`src/rtl/epse_pkg.sv`:
```
// Package with widths, codes, reset values and payload types of the encoder speed estimator.
package epse_pkg;

   localparam int TIME_W      = 32;
   localparam int EDGE_W      = 2;
   localparam int POS_W       = 14;
   localparam int NUM_W       = 15;
   localparam int TMO_W       = 16;
   localparam int SPEED_W     = 16;
   localparam int BYTE_W      = 8;
   localparam int CSR_INDEX_W = 4;
   localparam int CSR_DATA_W  = 16;
   localparam int DIV_STEPS   = NUM_W;
   localparam int CNT_W       = $clog2(DIV_STEPS);

   localparam logic [CSR_INDEX_W-1:0] CSR_SPEED_NUMERATOR   = CSR_INDEX_W'(0);
   localparam logic [CSR_INDEX_W-1:0] CSR_TIMEOUT_TICKS     = CSR_INDEX_W'(1);
   localparam logic [CSR_INDEX_W-1:0] CSR_LOW_END_POSITION  = CSR_INDEX_W'(2);
   localparam logic [CSR_INDEX_W-1:0] CSR_HIGH_END_POSITION = CSR_INDEX_W'(3);

   localparam logic [EDGE_W-1:0] EDGE_NONE    = 2'd0;
   localparam logic [EDGE_W-1:0] EDGE_NEG     = 2'd1;
   localparam logic [EDGE_W-1:0] EDGE_POS     = 2'd2;
   localparam logic [EDGE_W-1:0] EDGE_INVALID = 2'd3;

   localparam logic [NUM_W-1:0] RESET_SPEED_NUMERATOR   = NUM_W'(500);
   localparam logic [TMO_W-1:0] RESET_TIMEOUT_TICKS     = TMO_W'(500);
   localparam logic [POS_W-1:0] RESET_LOW_END_POSITION  = POS_W'(40);
   localparam logic [POS_W-1:0] RESET_HIGH_END_POSITION = POS_W'(2390);

   // Multiplying by RECIP_FIVE and dropping RECIP_SHIFT bits divides by five below 1024.
   localparam int RECIP_SHIFT = 10;
   localparam int RECIP_FIVE  = 205;

   typedef struct packed {
      logic [TIME_W-1:0] time_now;
      logic [EDGE_W-1:0] edge_event;
      logic [POS_W-1:0]  position_in;
      logic              low_switch_n;
      logic              high_switch_n;
      logic              sender_idle;
   } req_payload_type;

   typedef struct packed {
      logic signed [SPEED_W-1:0] speed;
      logic [POS_W-1:0]          position_out;
      logic                      home_applied;
      logic                      frame_valid;
      logic [BYTE_W-1:0]         frame_pos_high;
      logic [BYTE_W-1:0]         frame_pos_low;
      logic signed [BYTE_W-1:0]  frame_speed;
   } rsp_payload_type;

   typedef struct packed {
      logic [CSR_INDEX_W-1:0] index;
      logic [CSR_DATA_W-1:0]  value;
   } csr_write_type;

   typedef enum logic [1:0] {
      ST_IDLE,
      ST_DIV,
      ST_FINISH
   } state_type;

endpackage

```
`src/rtl/epse_ifs.sv`:
```
// Handshake interfaces for the request, response and register write channels.
interface epse_req_if import epse_pkg::*; ();
   logic            valid;
   logic            ready;
   req_payload_type data;
   modport source (output valid, output data, input ready);
   modport sink (input valid, input data, output ready);
endinterface

interface epse_rsp_if import epse_pkg::*; ();
   logic            valid;
   logic            ready;
   rsp_payload_type data;
   modport source (output valid, output data, input ready);
   modport sink (input valid, input data, output ready);
endinterface

interface epse_csr_if import epse_pkg::*; ();
   logic          valid;
   logic          ready;
   csr_write_type data;
   modport source (output valid, output data, input ready);
   modport sink (input valid, input data, output ready);
endinterface

```
`src/rtl/encoder_period_speed_estimator_top.sv`:
```
// Encoder period speed estimator: edge timing, iterative speed division, homing and frame build.
// An item that needs a speed division passes through 15 steps of the restoring divider and
// then the finish state; any other item goes straight from acceptance to the finish state.
// The next item is taken only once the finish state has handed its result on and the block is
// idle again, and so later while the previous result is still held by the receiver.
// Synchronous active-high reset restores the register defaults and clears the edge history.
module encoder_period_speed_estimator_top import epse_pkg::*; (
   input  logic       clock,
   input  logic       reset,
   epse_req_if.sink   req_if,
   epse_rsp_if.source rsp_if,
   epse_csr_if.sink   csr_if
);

   localparam logic [CNT_W-1:0] DIV_LAST = CNT_W'(DIV_STEPS - 1);

   state_type state_ff, state_in;

   logic [NUM_W-1:0]          num_ff, num_in;
   logic [TMO_W-1:0]          tmo_ff, tmo_in;
   logic [POS_W-1:0]          low_ff, low_in;
   logic [POS_W-1:0]          high_ff, high_in;

   logic [TIME_W-1:0]         last_edge_ff, last_edge_in;
   logic [TIME_W-1:0]         interval_ff, interval_in;
   logic [EDGE_W-1:0]         dir_ff, dir_in;
   logic signed [SPEED_W-1:0] held_ff, held_in;

   logic [CNT_W-1:0]          cnt_ff, cnt_in;
   logic [TMO_W-1:0]          rem_ff, rem_in;
   logic [NUM_W-1:0]          quo_ff, quo_in;
   logic [TMO_W-1:0]          divisor_ff, divisor_in;
   logic                      neg_ff, neg_in;

   logic [POS_W-1:0]          pos_ff, pos_in;
   logic                      home_ff, home_in;
   logic                      idle_ff, idle_in;
   logic                      lsw_ff, lsw_in;
   logic                      hsw_ff, hsw_in;

   logic                      rsp_valid_ff, rsp_valid_in;
   rsp_payload_type           rsp_data_ff, rsp_data_in;

   logic                      accept;
   logic                      rsp_free;
   logic                      req_ready;
   logic                      div_done;

   logic [TIME_W-1:0]         elapsed;
   logic                      is_edge;
   logic [TIME_W-1:0]         new_interval;
   logic                      update;
   logic [EDGE_W-1:0]         use_dir;
   logic                      timed_out;
   logic                      need_div;
   logic [POS_W-1:0]          homed_pos;
   logic                      homed;

   logic [TMO_W:0]            shifted;
   logic [TMO_W+1:0]          diff;
   logic                      fits;
   logic [TMO_W-1:0]          rem_next;
   logic [NUM_W-1:0]          quo_next;

   logic [SPEED_W-1:0]        speed_mag;
   logic [BYTE_W+RECIP_SHIFT-1:0] fifth_prod;
   logic [BYTE_W-1:0]         fifth_mag;
   logic [BYTE_W-1:0]         frame_speed;

   assign accept   = req_if.valid && req_ready;
   assign rsp_free = !rsp_valid_ff || rsp_if.ready;
   assign div_done = (cnt_ff == DIV_LAST);

   assign req_if.ready = req_ready;
   assign csr_if.ready = 1'b1;
   assign rsp_if.valid = rsp_valid_ff;
   assign rsp_if.data  = rsp_data_ff;

   // Edge timing and homing of the offered item.
   always_comb begin
      elapsed      = req_if.data.time_now - last_edge_ff;
      is_edge      = (req_if.data.edge_event != EDGE_NONE);
      new_interval = elapsed;
      if (is_edge && elapsed == '0) begin
         new_interval = TIME_W'(1);
      end
      update    = is_edge || (elapsed > interval_ff);
      use_dir   = is_edge ? req_if.data.edge_event : dir_ff;
      timed_out = new_interval > {{(TIME_W-TMO_W){1'b0}}, tmo_ff};
      need_div  = update && !timed_out && (use_dir == EDGE_NEG || use_dir == EDGE_POS);
      homed_pos = req_if.data.position_in;
      homed     = 1'b0;
      if (!req_if.data.low_switch_n) begin
         homed_pos = low_ff;
         homed     = 1'b1;
      end
      if (!req_if.data.high_switch_n) begin
         homed_pos = high_ff;
         homed     = 1'b1;
      end
   end

   // One restoring division step.
   always_comb begin
      shifted  = {rem_ff, quo_ff[NUM_W-1]};
      diff     = {1'b0, shifted} - {2'b00, divisor_ff};
      fits     = !diff[TMO_W+1];
      rem_next = fits ? diff[TMO_W-1:0] : shifted[TMO_W-1:0];
      quo_next = {quo_ff[NUM_W-2:0], fits};
   end

   // Frame speed: held speed divided by five toward zero, saturated to a signed byte.
   always_comb begin
      speed_mag  = held_ff[SPEED_W-1] ? SPEED_W'(-held_ff) : SPEED_W'(held_ff);
      fifth_prod = speed_mag[RECIP_SHIFT-1:0] * BYTE_W'(RECIP_FIVE);
      fifth_mag  = fifth_prod[BYTE_W+RECIP_SHIFT-1:RECIP_SHIFT];
      if (speed_mag[SPEED_W-1:RECIP_SHIFT] != '0) begin
         fifth_mag = '1;
      end
      if (held_ff[SPEED_W-1]) begin
         frame_speed = (fifth_mag > 8'd128) ? 8'h80 : BYTE_W'(~fifth_mag + 8'd1);
      end else begin
         frame_speed = (fifth_mag > 8'd127) ? 8'h7f : fifth_mag;
      end
   end

   always_comb begin
      state_in = state_ff;
      case (state_ff)
         ST_IDLE: begin
            if (accept) begin
               state_in = need_div ? ST_DIV : ST_FINISH;
            end
         end
         ST_DIV: begin
            if (div_done) begin
               state_in = ST_FINISH;
            end
         end
         ST_FINISH: begin
            if (rsp_free) begin
               state_in = ST_IDLE;
            end
         end
         default: begin
            state_in = ST_IDLE;
         end
      endcase
   end

   always_comb begin
      req_ready = 1'b0;
      case (state_ff)
         ST_IDLE:   req_ready = 1'b1;
         ST_DIV:    req_ready = 1'b0;
         ST_FINISH: req_ready = 1'b0;
         default:   req_ready = 1'b0;
      endcase
   end

   always_comb begin
      num_in       = num_ff;
      tmo_in       = tmo_ff;
      low_in       = low_ff;
      high_in      = high_ff;
      last_edge_in = last_edge_ff;
      interval_in  = interval_ff;
      dir_in       = dir_ff;
      held_in      = held_ff;
      cnt_in       = cnt_ff;
      rem_in       = rem_ff;
      quo_in       = quo_ff;
      divisor_in   = divisor_ff;
      neg_in       = neg_ff;
      pos_in       = pos_ff;
      home_in      = home_ff;
      idle_in      = idle_ff;
      lsw_in       = lsw_ff;
      hsw_in       = hsw_ff;
      rsp_valid_in = rsp_valid_ff;
      rsp_data_in  = rsp_data_ff;

      if (csr_if.valid) begin
         case (csr_if.data.index)
            CSR_SPEED_NUMERATOR:   num_in  = csr_if.data.value[NUM_W-1:0];
            CSR_TIMEOUT_TICKS:     tmo_in  = csr_if.data.value[TMO_W-1:0];
            CSR_LOW_END_POSITION:  low_in  = csr_if.data.value[POS_W-1:0];
            CSR_HIGH_END_POSITION: high_in = csr_if.data.value[POS_W-1:0];
            default: ;
         endcase
      end

      if (accept) begin
         pos_in  = homed_pos;
         home_in = homed;
         idle_in = req_if.data.sender_idle;
         lsw_in  = req_if.data.low_switch_n;
         hsw_in  = req_if.data.high_switch_n;
         if (update) begin
            interval_in = new_interval;
            if (!need_div) begin
               held_in = '0;
            end
         end
         if (is_edge) begin
            last_edge_in = req_if.data.time_now;
            dir_in       = req_if.data.edge_event;
         end
         if (need_div) begin
            cnt_in     = '0;
            rem_in     = '0;
            quo_in     = num_ff;
            divisor_in = new_interval[TMO_W-1:0];
            neg_in     = (use_dir == EDGE_NEG);
         end
      end

      if (state_ff == ST_DIV) begin
         cnt_in = cnt_ff + CNT_W'(1);
         rem_in = rem_next;
         quo_in = quo_next;
         if (div_done) begin
            held_in = neg_ff ? -$signed({1'b0, quo_next}) : $signed({1'b0, quo_next});
         end
      end

      if (rsp_valid_ff && rsp_if.ready) begin
         rsp_valid_in = 1'b0;
      end
      if (state_ff == ST_FINISH && rsp_free) begin
         rsp_valid_in               = 1'b1;
         rsp_data_in.speed          = held_ff;
         rsp_data_in.position_out   = pos_ff;
         rsp_data_in.home_applied   = home_ff;
         rsp_data_in.frame_valid    = idle_ff;
         rsp_data_in.frame_pos_high = idle_ff ? pos_ff[POS_W-1:POS_W-BYTE_W] : '0;
         rsp_data_in.frame_pos_low  = idle_ff ? {pos_ff[BYTE_W-3:0], hsw_ff, lsw_ff} : '0;
         rsp_data_in.frame_speed    = idle_ff ? frame_speed : '0;
      end
   end

   always_ff @(posedge clock) begin
      if (reset) begin
         state_ff     <= ST_IDLE;
         num_ff       <= RESET_SPEED_NUMERATOR;
         tmo_ff       <= RESET_TIMEOUT_TICKS;
         low_ff       <= RESET_LOW_END_POSITION;
         high_ff      <= RESET_HIGH_END_POSITION;
         last_edge_ff <= '0;
         interval_ff  <= '0;
         dir_ff       <= EDGE_NONE;
         held_ff      <= '0;
         cnt_ff       <= '0;
         rsp_valid_ff <= 1'b0;
      end else begin
         state_ff     <= state_in;
         num_ff       <= num_in;
         tmo_ff       <= tmo_in;
         low_ff       <= low_in;
         high_ff      <= high_in;
         last_edge_ff <= last_edge_in;
         interval_ff  <= interval_in;
         dir_ff       <= dir_in;
         held_ff      <= held_in;
         cnt_ff       <= cnt_in;
         rsp_valid_ff <= rsp_valid_in;
      end
   end

   always_ff @(posedge clock) begin
      rem_ff      <= rem_in;
      quo_ff      <= quo_in;
      divisor_ff  <= divisor_in;
      neg_ff      <= neg_in;
      pos_ff      <= pos_in;
      home_ff     <= home_in;
      idle_ff     <= idle_in;
      lsw_ff      <= lsw_in;
      hsw_ff      <= hsw_in;
      rsp_data_ff <= rsp_data_in;
   end

`ifndef SYNTHESIS
   // An accepted item keeps the next one from being taken in the cycle after it.
   a_busy_after_accept : assert property (@(posedge clock) disable iff (reset)
      accept |=> !req_if.ready)
      else $error("request taken in the cycle after an accepted item");

   // A finished item waits while the previous result is still held.
   a_finish_waits : assert property (@(posedge clock) disable iff (reset)
      (state_ff == ST_FINISH && rsp_valid_ff && !rsp_if.ready) |=> state_ff == ST_FINISH)
      else $error("finished item left before the held result was taken");

   // A new result only ever comes out of the finish step.
   a_result_from_finish : assert property (@(posedge clock) disable iff (reset)
      (rsp_valid_ff && !$past(rsp_valid_ff)) |-> $past(state_ff) == ST_FINISH)
      else $error("result shown without a finished item");
`endif

endmodule

```
`src/flat_wrapper.sv`:
```
// flat-port wrapper written by rule: the top's interface ports become plain ports
module encoder_period_speed_estimator_top_flat import epse_pkg::*;
  (clock, reset, req_if_valid, req_if_data, req_if_ready, rsp_if_valid, rsp_if_data, rsp_if_ready, csr_if_valid, csr_if_data, csr_if_ready);
  epse_req_if req_if_i ();
  epse_rsp_if rsp_if_i ();
  epse_csr_if csr_if_i ();
  input  logic clock;
  input  logic reset;
  input wire logic [$bits(req_if_i.valid)-1:0] req_if_valid;
  input wire logic [$bits(req_if_i.data)-1:0] req_if_data;
  output wire logic [$bits(req_if_i.ready)-1:0] req_if_ready;
  output wire logic [$bits(rsp_if_i.valid)-1:0] rsp_if_valid;
  output wire logic [$bits(rsp_if_i.data)-1:0] rsp_if_data;
  input wire logic [$bits(rsp_if_i.ready)-1:0] rsp_if_ready;
  input wire logic [$bits(csr_if_i.valid)-1:0] csr_if_valid;
  input wire logic [$bits(csr_if_i.data)-1:0] csr_if_data;
  output wire logic [$bits(csr_if_i.ready)-1:0] csr_if_ready;
  assign req_if_i.valid = req_if_valid;
  assign req_if_i.data = req_if_data;
  assign req_if_ready = req_if_i.ready;
  assign rsp_if_valid = rsp_if_i.valid;
  assign rsp_if_data = rsp_if_i.data;
  assign rsp_if_i.ready = rsp_if_ready;
  assign csr_if_i.valid = csr_if_valid;
  assign csr_if_i.data = csr_if_data;
  assign csr_if_ready = csr_if_i.ready;
  encoder_period_speed_estimator_top u_core (.clock(clock), .reset(reset), .req_if(req_if_i), .rsp_if(rsp_if_i), .csr_if(csr_if_i));
endmodule
```
`config.mk`:
```
export PLATFORM = sky130hd
export DESIGN_NAME = encoder_period_speed_estimator_top_flat
export DESIGN_NICKNAME = d
export VERILOG_FILES = /design/src/rtl/epse_pkg.sv /design/src/rtl/epse_ifs.sv /design/src/rtl/encoder_period_speed_estimator_top.sv /design/src/flat_wrapper.sv
export SDC_FILE = /design/constraint.sdc
export NUM_CORES = 1
export LEC_CHECK = 0
export ABC_AREA = 1
export ABC_CLOCK_PERIOD_IN_PS = 8300
export BUFFER_PORTS_ARGS = -buffer_cell sky130_fd_sc_hd__buf_2
export CAP_MARGIN = 5
export CORE_ASPECT_RATIO = 0.5
export CORE_UTILIZATION = 30
export DETAILED_ROUTE_END_ITERATION = 7
export PLACE_DENSITY = 0.54
export SLEW_MARGIN = 20
export SYNTH_ARGS = -nofsm -noshare
export SYNTH_HDL_FRONTEND = slang
export SYNTH_SLANG_ARGS = --single-unit
```
`constraint.sdc`:
```
create_clock -name clock -period 8.3 [get_ports clock]
set_clock_uncertainty 0.1 [all_clocks]
set_input_delay 1.66 -clock clock [delete_from_list [all_inputs] [get_ports clock]]
set_output_delay 1.66 -clock clock [all_outputs]
set_load 0.02 [all_outputs]
```
Word level (Yosys, flattened, before mapping) --
Cells that the tools add are included. Widths: inputs -> output; s select.
Storage, ports and cells: register bits after elaboration 270, bits of input ports 76, output and inout port bits 59, logic and storage cells 113
Cells by class: add/subtract/negate cells 6, $mul 1, magnitude comparators 4, equality and inequality tests 11, muxes and demuxes 34, bitwise logic cells 1, reduce and logical (&&, ||, !) cells 29
Operator list (number):
- $mux 16 | 11
- $mux 15 | 3
- $gt 32x16->1 | 1
- $gt 32x32->1 | 1
- $logic_not 32->1 | 1
- $mux 32 | 1
- $mux 8 | 4
- $sub 32x32->32 | 1
- $mux 14 | 2
- $mul 10x8->18 const B | 1
- $sub 17x16->18 | 1
- $neg 15->16 | 1
- $neg 16->16 | 1
- $reduce_and 2->1 | 8
- $mux 4 | 3
- $mux 2 | 5
- $add 8x1->8 const B | 1
- $eq 4x2->1 const B | 2
- $gt 8x7->1 const B | 1
- $gt 8x8->1 const B | 1
- $not 8->8 | 1
- $reduce_bool 2->1 | 4
- $logic_and 1x1->1 | 6
- $ne 2x1->1 const B | 3
- other kinds (13) | 22

Logic depth before layout (Yosys ltp) --
Gate-level depths: netlist of run 1.
depth after elaboration 13, mapped depth 40, mapped depth without buffers 38

Worst setup path before layout of run 1 --
OpenSTA, ideal clock, no wires.
path kind input-to-reg, from in req_if_data[19], to reg u_core.quo_ff[0], enable pin, library setup time 0.389 ns, arrival time 5.319 ns, required time 7.811 ns, setup slack 2.492 ns, stages 29, cells stage by stage inv_1 > ha_1 > inv_1 > fa_1 > nand3_1 > nand3_1 > xnor2_1 > nand3_1 > nor2_1 > nand3_1 > nor2_1 > nand2_1 > nor2_1 > nand2_1 > nor2_1 > nand2_1 > nand2_1 > inv_1 > ha_1 > nand2_1 > nor2_1 > nand3_1 > nand2_1 > nand2_1 > nor2_1 > nand2_1 > nor2_1 > nand4_1 > nand2_1
On the way: cells in the longest elaborated chain, start to end 10, elaborated cells between the ends (all ways) 12
RTL lines:
- start, declared | line flat_wrapper.sv:10 | input wire logic [$bits(req_if_i.data)-1:0] req_if_data;
- $sub 32x32->32 (*) | line encoder_period_speed_estimator_top.sv:81 | elapsed = req_if.data.time_now - last_edge_ff;
- $logic_not 32->1 | line encoder_period_speed_estimator_top.sv:84 | if (is_edge && elapsed == '0) begin
- $logic_and 1x1->1 | line encoder_period_speed_estimator_top.sv:84
- $mux 32 (*) | line encoder_period_speed_estimator_top.sv:84
- net u_core.new_interval[0] | line encoder_period_speed_estimator_top.sv:51 | logic [TIME_W-1:0] new_interval;
- $gt 32x16->1 (*) | line encoder_period_speed_estimator_top.sv:89 | timed_out = new_interval > {{(TIME_W-TMO_W){1'b0}}, tmo_ff};
- $logic_not 1->1 (*) | line encoder_period_speed_estimator_top.sv:90 | need_div = update && !timed_out && (use_dir == EDGE_NEG || use_dir == EDGE_POS);
- $logic_and 1x1->1 (*) (2 in a row) | line encoder_period_speed_estimator_top.sv:90
- $reduce_bool 2->1 (no source line) (*)
- $reduce_and 2->1 (no source line) (*)
- end signal, assigned | line encoder_period_speed_estimator_top.sv:272 | quo_ff <= quo_in;
- end, declared | line encoder_period_speed_estimator_top.sv:31 | logic [NUM_W-1:0] quo_ff, quo_in;
Mark *: on every way through the listed nets, which the timed path passes. The rest lies on a longest branch. A chain may end at the register's enable or synchronous reset.

Final worst setup path of run 1 --
from reg u_core.held_ff[15], to reg u_core.rsp_data_ff, in the netlist u_core.rsp_if.data[6], data pin
On the way: cells in the longest elaborated chain, start to end 8, elaborated cells between the ends (all ways) 12
RTL lines:
- start, declared | line encoder_period_speed_estimator_top.sv:27 | logic signed [SPEED_W-1:0] held_ff, held_in;
- start signal, assigned | line encoder_period_speed_estimator_top.sv:264 | held_ff <= held_in;
- parallel branches: the longest is 7 deep, another holds $mul 10x8->18
- $mux 8 (*) | line encoder_period_speed_estimator_top.sv:120 | if (held_ff[SPEED_W-1]) begin
- end signal, assigned | line encoder_period_speed_estimator_top.sv:280 | rsp_data_ff <= rsp_data_in;
- end, declared | line encoder_period_speed_estimator_top.sv:42 | rsp_payload_type rsp_data_ff, rsp_data_in;
Mark *: on every way between the ends.

==> results of run 1 <==
[registers in the layout (all words and copies together) (netlist names), 14 cells and up]
name                 count
u_core.rsp_if.data      56
u_core.interval_ff      32
u_core.last_edge_ff     32
u_core.divisor_ff       16
u_core.held_ff          16
u_core.rem_ff           16
u_core.tmo_ff           16
u_core.num_ff           15
u_core.quo_ff           15
u_core.high_ff          14
u_core.low_ff           14
u_core.pos_ff           14
[layout make-up]
class / count / area, um^2 / area share
diodes: 2 / 5.00 / 0.000258
clock buffers: 36 / 783 / 0.0404
clock inverters: 20 / 215 / 0.0111
inverters: 378 / 1420 / 0.0732
multi-input cells: 1507 / 8660 / 0.446
flip-flops and latches: 270 / 6630 / 0.342
well taps: 756 / 946 / 0.0488
repair buffers: 143 / 741 / 0.0382
[stage by stage]
stage / utilization / total power [uW]
finish: 0.349 / 3570
global route: 0.349 / 3760
floorplan: - / 2010
CTS: 0.348 / 3610
detailed placement: 0.330 / 2230
global placement: 0.330 / 2220
[layer usage]
layer  track usage  part of all wire  vias to the layer above
met5             0                 0                        -
met4        0.0378             0.022                        0
met3        0.0204             0.033                       61
met2         0.263              0.46                      215
met1         0.206              0.48                     6578
li1              -                 -                     7475
[worst paths after layout]
path	from	end	slack (ns)	cells past startpoint
max reg2reg	u_core.held_ff[15]$_SDFF_PP0_	u_core.rsp_if.data[6]$_SDFFCE_PN0P_	2.18	20
min	u_core.home_ff$_SDFFCE_PN1P_	u_core.rsp_if.data[25]$_DFFE_PP_	0.32	0
min reg2reg	u_core.home_ff$_SDFFCE_PN1P_	u_core.rsp_if.data[25]$_DFFE_PP_	0.32	0
max	u_core.held_ff[15]$_SDFF_PP0_	u_core.rsp_if.data[6]$_SDFFCE_PN0P_	2.18	20
[critical path: stages (launching register included)]
cell and delay, ns:
dfxtp_1 0.76, inv_1 0.40, a21oi_1 0.25, xor2_1 0.35, ha_1 0.34, fa_1 0.55, fa_1 0.45, fa_1 0.50
ha_1 0.39, nand2_1 0.11, nor2_1 0.15, inv_1 0.08, nor3_1 0.11, o21ai_0 0.14, nand3_1 0.10, nand3_1 0.31
or2_2 0.42, o21ai_1 0.18, nand2_1 0.07, nand2_1 0.06, nor2_1 0.04
[cell families after synthesis]
logic type,after synthesis
other,1
AO/OA/AOI/OAI,452
buffers and inverters,441
AND/OR/NAND/NOR,827
flip-flops,270
XOR/XNOR,58
adder cells (fa/ha/maj),169
[synthesized netlist by cell type (all sizes together), types with 2 or more instances]
| master | n |
|---|---|
| ha | 150 |
| nand3 | 114 |
| or2 | 3 |
| nor3 | 19 |
| inv | 375 |
| buf | 8 |
| nand2 | 476 |
| o21a | 5 |
| o31ai | 3 |
| and2 | 2 |
| nand3b | 7 |
| a21o | 5 |
| o211ai | 3 |
| clkbuf | 55 |
| edfxtp | 122 |
| fa | 19 |
| nor2 | 178 |
| a21oi | 217 |
| clkinv | 3 |
| a211oi | 11 |
| dfxtp | 148 |
| xor2 | 42 |
| xnor2 | 16 |
| o22ai | 8 |
| o21bai | 4 |
| nand4 | 22 |
| nor4 | 6 |
| a31oi | 9 |
| o21ai | 184 |
[power groups by stage]
| stage | Combinational (uW) | Clock (uW) | Sequential, uW |
|---|---|---|---|
| 2_1_floorplan | 494 | 0 | 1520 |
| 3_3_place_gp | 713 | 0 | 1510 |
| 3_5_place_dp | 718 | 0 | 1510 |
| 4_1_cts | 722 | 1410 | 1480 |
| 5_1_grt | 818 | 1460 | 1480 |
| 6_report | 716 | 1370 | 1480 |
==> impl_results.md, run 1 <==
- Outcome: complete, no violations
- Crit Path Max Fanout: 17
- Main combinational cell family by area after synthesis: simple AND/OR/NAND/NOR gates
- Simple-gate share of the synthesized area: 0.205
- Full die area: 57,500 um^2
- Grt total ovfl: 0
- Placer's final routability congestion estimate: 0.889
- RSZ-0062 raised after global routing: no
- Setup violators final: 0
- Vias: 14,329
- Synth warnings: 0
- Routed WL: 44.6 mm
- # Post-CTS Setup Buffers: 0
- Worst-Skew Late Latency: 0.59 ns
- CTS tree: yes
- Post-place setup slack: 1.49 ns
- Clock sink count: 270
- Area leader, netlist: edfxtp_1
- CP required: 8.54 ns
- Initial antenna violation count: 2
- Async SR Flop Fraction: 0
- WL per Instance: 14.3 um
- Logic pwr share: 0.201
- Synth Area in XOR/XNOR: 0.0304
- Slew at the pin with the worst max-slew slack: 0.900 ns
- Slew Viols, Final: 0
- Final setup margin: 2.18 ns
- Mapped Nets: 2,463
- Die H: 170 um
- Most common cell after layout, fill and taps aside: nand2_1
- Top_reg_cell synth: dfxtp_1
- Core ar.: 55,600 um^2
- Adder-cell share of the synthesized area: 0.133
- DR iter-0 viols: 830
- Post-Place Cells: 3,054
- Chip Width: 338 um
- Slew HR: 0.398
- Worst VDD drop: 141 uV
- Mux cell area share after synthesis: 0
- Drt drc: 0
- Compound-Gate Fraction of Synth Area: 0.141
- Clock power share: 0.385
- Largest net degree at the start of global routing: 65
- Vias in the first global route: 13,623
- Placed Area: 18,400 um^2
- EDFF count, synth: 122
- Post-DP HPWL: 33.9 mm
- # IOs: 135
- Cts hold-fix bufs: 0
- Synthesized area: 16,900 um^2
- Area growth, synth to finish: 14.5%
- Final Net Count: 2,575
- Clock-pin slew on the worst setup and hold paths: 0.07 ns
- Layout cells sized above 1: 0.0977
- Worst Setup Start Kind: flop
- Number of fillers in the final layout: 5,901
- Yosys top cell area share: 0.216
- Most frequent cells in the layout: 461 x nand2_1, 371 x inv_1, 216 x a21oi_1, 182 x o21ai_0, 168 x nor2_1
- Port bufs: 133
- Flop pwr share: 0.414
- Sw Pwr: 1100 uW
- Row Count: 61
- Yosys cell types: 47
- CP endpoint kind: flop
- Routed vias/inst: 4.60
- Leakage: 0.00901 uW
- Setup TNS: 0 ns
- Number of buffers created by CTS: 30
- Overall Global Routing Usage: 0.155
- First-pass GRT wire length: 71.4 mm
- PD cells: 184 nW/um^2
- Fmax: 0.163 GHz
- CTS max path bufs: 3
- Mapped Avg Cell Area: 7.64 um^2
- H-tree depth: 1
- Synth Instances: 2,218
- Int Power: 2470 uW
- Clk Tree Root Cell: clkbuf_16
- Initial Utilization: 0.304
- Setup CP Type: reg -> reg
- Drt pass-1 iters: 5
- Fin cells: 3,112
- Routed Antenna Nets: 0
- Switching part of the total: 0.309
- Finished Cell Area: 19,400 um^2
- Final Hold Fails: 0
- Top cells by area, synth: edfxtp_1 22%, dfxtp_1 17%, ha_1 11%
- HP Class: reg -> reg
- WHS: 0.323 ns
- CP Data Arrival Time: 6.36 ns
- Synth Register Bits: 270
- Post-synthesis sequential area ratio: 0.391
- CTS resizes: 0
- Period utilization: 0.737
- Post-route minimum period: 6.12 ns
- Max cap viols: 0
No activity file was read; power rests on OpenSTA's default activity.
==> run 2, diff against run 1 <==
ABC_CLOCK_PERIOD_IN_PS = 6090   (was 8300)
clock period = 6.09 ns   (was 8.3 ns; I/O delays follow)
==> run 2 against run 1 <==
- register-to-register slack got worse by 1.7 ns
- utilization rose by 0.18 points
- sequential power rose by 36%
- total power rose by 36%
- via count fell by 0.57%
- die area did not move
- clock power rose by 35%
==> impl_results.md, run 2 (same netlist as run 1, synthesis figures left out) <==
- Crit path buf inv count: 2 (unchanged)
- WL per Instance: 14.2 um (-0.77%)
- # Post-CTS Setup Buffers: 0 (unchanged)
- Max FFs per register: 56 (unchanged)
- CP endpoint kind: flop
- Drt pass-1 iters: 5 (unchanged)
- Largest net degree at the start of global routing: 66 (+1.5%)
- Post-Place Cells: 3,068 (+0.46%)
- CTS max path bufs: 3 (unchanged)
- RSZ-0062 raised after global routing: no
- Setup CP Type: reg -> reg
- Critical path's top delay family: adder cells
- Outcome: complete, no violations
- Area growth, synth to finish: 15.1%
- Final Hold Fails: 0 (unchanged)
- Slew HR: 0.290 (-0.109)
- Initial antenna violation count: 1 (-1)
- CP required: 6.42 ns (-2.12 ns)
- Setup TNS: 0 ns (unchanged)
- Final Net Count: 2,588 (+0.50%)
- Multi-input logic area: 8680 um^2 (+0.25%)
- Period utilization: 0.924 (+0.187)
- Number of buffers created by CTS: 29 (-3.3%)
- DR iter-0 viols: 835 (+0.60%)
- R2r setup slk: 0.46 ns (-1.72 ns)
- Worst Setup Start Kind: flop
- Port bufs: 133 (unchanged)
- Layout Utilization: 0.350 (+0.00184)
- Placer's final routability congestion estimate: 0.884 (-0.58%)
- Most common cell after layout, fill and taps aside: nand2_1
- Chip Width: 338 um (unchanged)
- Slowest CP cell: fa_1
- Grt total ovfl: 0 (unchanged)
- Worst VDD drop: 197 uV (+39%)
- Slew at the pin with the worst max-slew slack: 1.06 ns (+0.162 ns)
- CP cell instances: inv_1, ha_1, nand3_1, o31ai_1, xor2_1, buf_4, ha_1, fa_1, fa_1, fa_1, ha_1, a21oi_1, o21ai_0, nor2_1, nand2_1, nand2_1, nand2_1, nor2_1, nand4_1, nor2_1, nand2_1, nand2_1, nand3_1, a21oi_1
- Layout cells sized above 1: 0.105 (+0.00711)
- GR met1 Demand/Resource: 0.204 (-0.00271)
- # IOs: 135 (unchanged)
- Post-route minimum period: 5.63 ns (-0.491 ns)
- Post-DP HPWL: 34.2 mm (+0.81%)
- Fmax: 0.178 GHz (+8.7%)
- PD cells: 248 nW/um^2 (+35%)
- Drt drc: 0 (unchanged)
- Most frequent cells in the layout: 461 x nand2_1, 372 x inv_1, 216 x a21oi_1, 182 x o21ai_0, 168 x nor2_1
- HP Class: reg -> reg
- Vias: 14,247 (-0.57%)
- Busiest grt layer: met2
- Overall Global Routing Usage: 0.154 (-0.000284)
- Met3 Use GR: 0.0237 (+0.00330)
- Crit-path max cell delay: 0.57 ns (-0.19 ns)
- Met2 GRT Util: 0.264 (+0.000713)
- Core ar.: 55,600 um^2 (unchanged)
- Die H: 170 um (unchanged)
- Cts hold-fix bufs: 0 (unchanged)
- Clock sink count: 270 (unchanged)
- Routed vias/inst: 4.56 (-0.92%)
- CTS tree: yes
- First-pass GRT wire length: 71.1 mm (-0.42%)
- Worst-Skew Late Latency: 0.59 ns (about the same)
- Initial Utilization: 0.304 (unchanged)
- Slew Viols, Final: 0 (unchanged)
- Leakage: 0.00910 uW (+1.0%)
- Max cap viols: 0 (unchanged)
- CP Data Arrival Time: 5.96 ns (-0.40 ns)
- Vias in the first global route: 13,486 (-1.0%)
- Row Count: 61 (unchanged)
- Fin cells: 3,123 (+0.35%)
- Clock-pin slew on the worst setup and hold paths: 0.07 ns (about the same)
- Worst path most repeated cell: nand2_1
- Routed WL: 44.4 mm (-0.42%)
- Full die area: 57,500 um^2 (unchanged)
- Setup violators final: 0 (unchanged)
- H-tree depth: 1 (unchanged)
- Routed Antenna Nets: 0 (unchanged)
- Number of fillers in the final layout: 5,922 (+0.36%)
- Register Area: 6630 um^2 (unchanged)
- Crit Path Max Fanout: 6 (-11)
- Clk Tree Root Cell: clkbuf_16
-- run 2: cell types whose count changed in the layout (fill, tap and decap cells not counted), moves of 2 or more --
cell      delta
buf_4       +14
clkinv_1     -3
xnor2_2      +2
xnor2_1      -2
-- run 2: report_power, final --
part           internal [uW]  switching, uW  total (uW)
Sequential              1980           29.6        2010
Clock                   1040            808        1850
Combinational            339            644         983
-- run 2: final timing paths --
kind / startpoint / end / depth (start not counted)
worst min register to register: u_core.home_ff$_SDFFCE_PN1P_ / u_core.rsp_if.data[25]$_DFFE_PP_ / 0
worst max register to register: u_core.held_ff[1]$_SDFF_PP0_ / u_core.rsp_if.data[1]$_SDFFCE_PN0P_ / 24
worst min-delay path: u_core.home_ff$_SDFFCE_PN1P_ / u_core.rsp_if.data[25]$_DFFE_PP_ / 0
worst max-delay path: u_core.held_ff[1]$_SDFF_PP0_ / u_core.rsp_if.data[1]$_SDFFCE_PN0P_ / 24
-- run 2: through the flow --
step | hold slack, ns | setup slack [ns] | area [um^2] | power [uW]
2_1_floorplan | 0.300 | 0.724 | 16900 | 2740
3_3_place_gp | 0.304 | 0.439 | 18500 | 3030
3_5_place_dp | 0.308 | 0.384 | 18500 | 3040
4_1_cts | 0.328 | 0.459 | 19500 | 4910
5_1_grt | 0.340 | 0.0219 | 19500 | 5120
6_report | 0.324 | 0.463 | 19500 | 4840
-- run 2: timing repair --
item,in CTS,in global routing
endpoints found under the setup margin,0,5
hold endpoints to repair,0,0
resized for setup,0,3
-- run 2: layout make-up --
class | instances | share of cell area
repair buffers | 157 | 0.0434
well taps | 756 | 0.0485
diodes | 1 | 0.000128
clock buffers | 35 | 0.0394
flip-flops and latches | 270 | 0.340
multi-input cells | 1507 | 0.445
clock inverters | 19 | 0.0107
inverters | 378 | 0.0728
-- run 2: layer usage --
| layer | vias up | routed length [um] | part of all wire |
|---|---|---|---|
| li1 | 7496 | - | - |
| met1 | 6496 | 21000 | 0.47 |
| met2 | 202 | 20900 | 0.47 |
| met3 | 53 | 1590 | 0.036 |
| met4 | 0 | 854 | 0.019 |
| met5 | - | 0 | 0 |
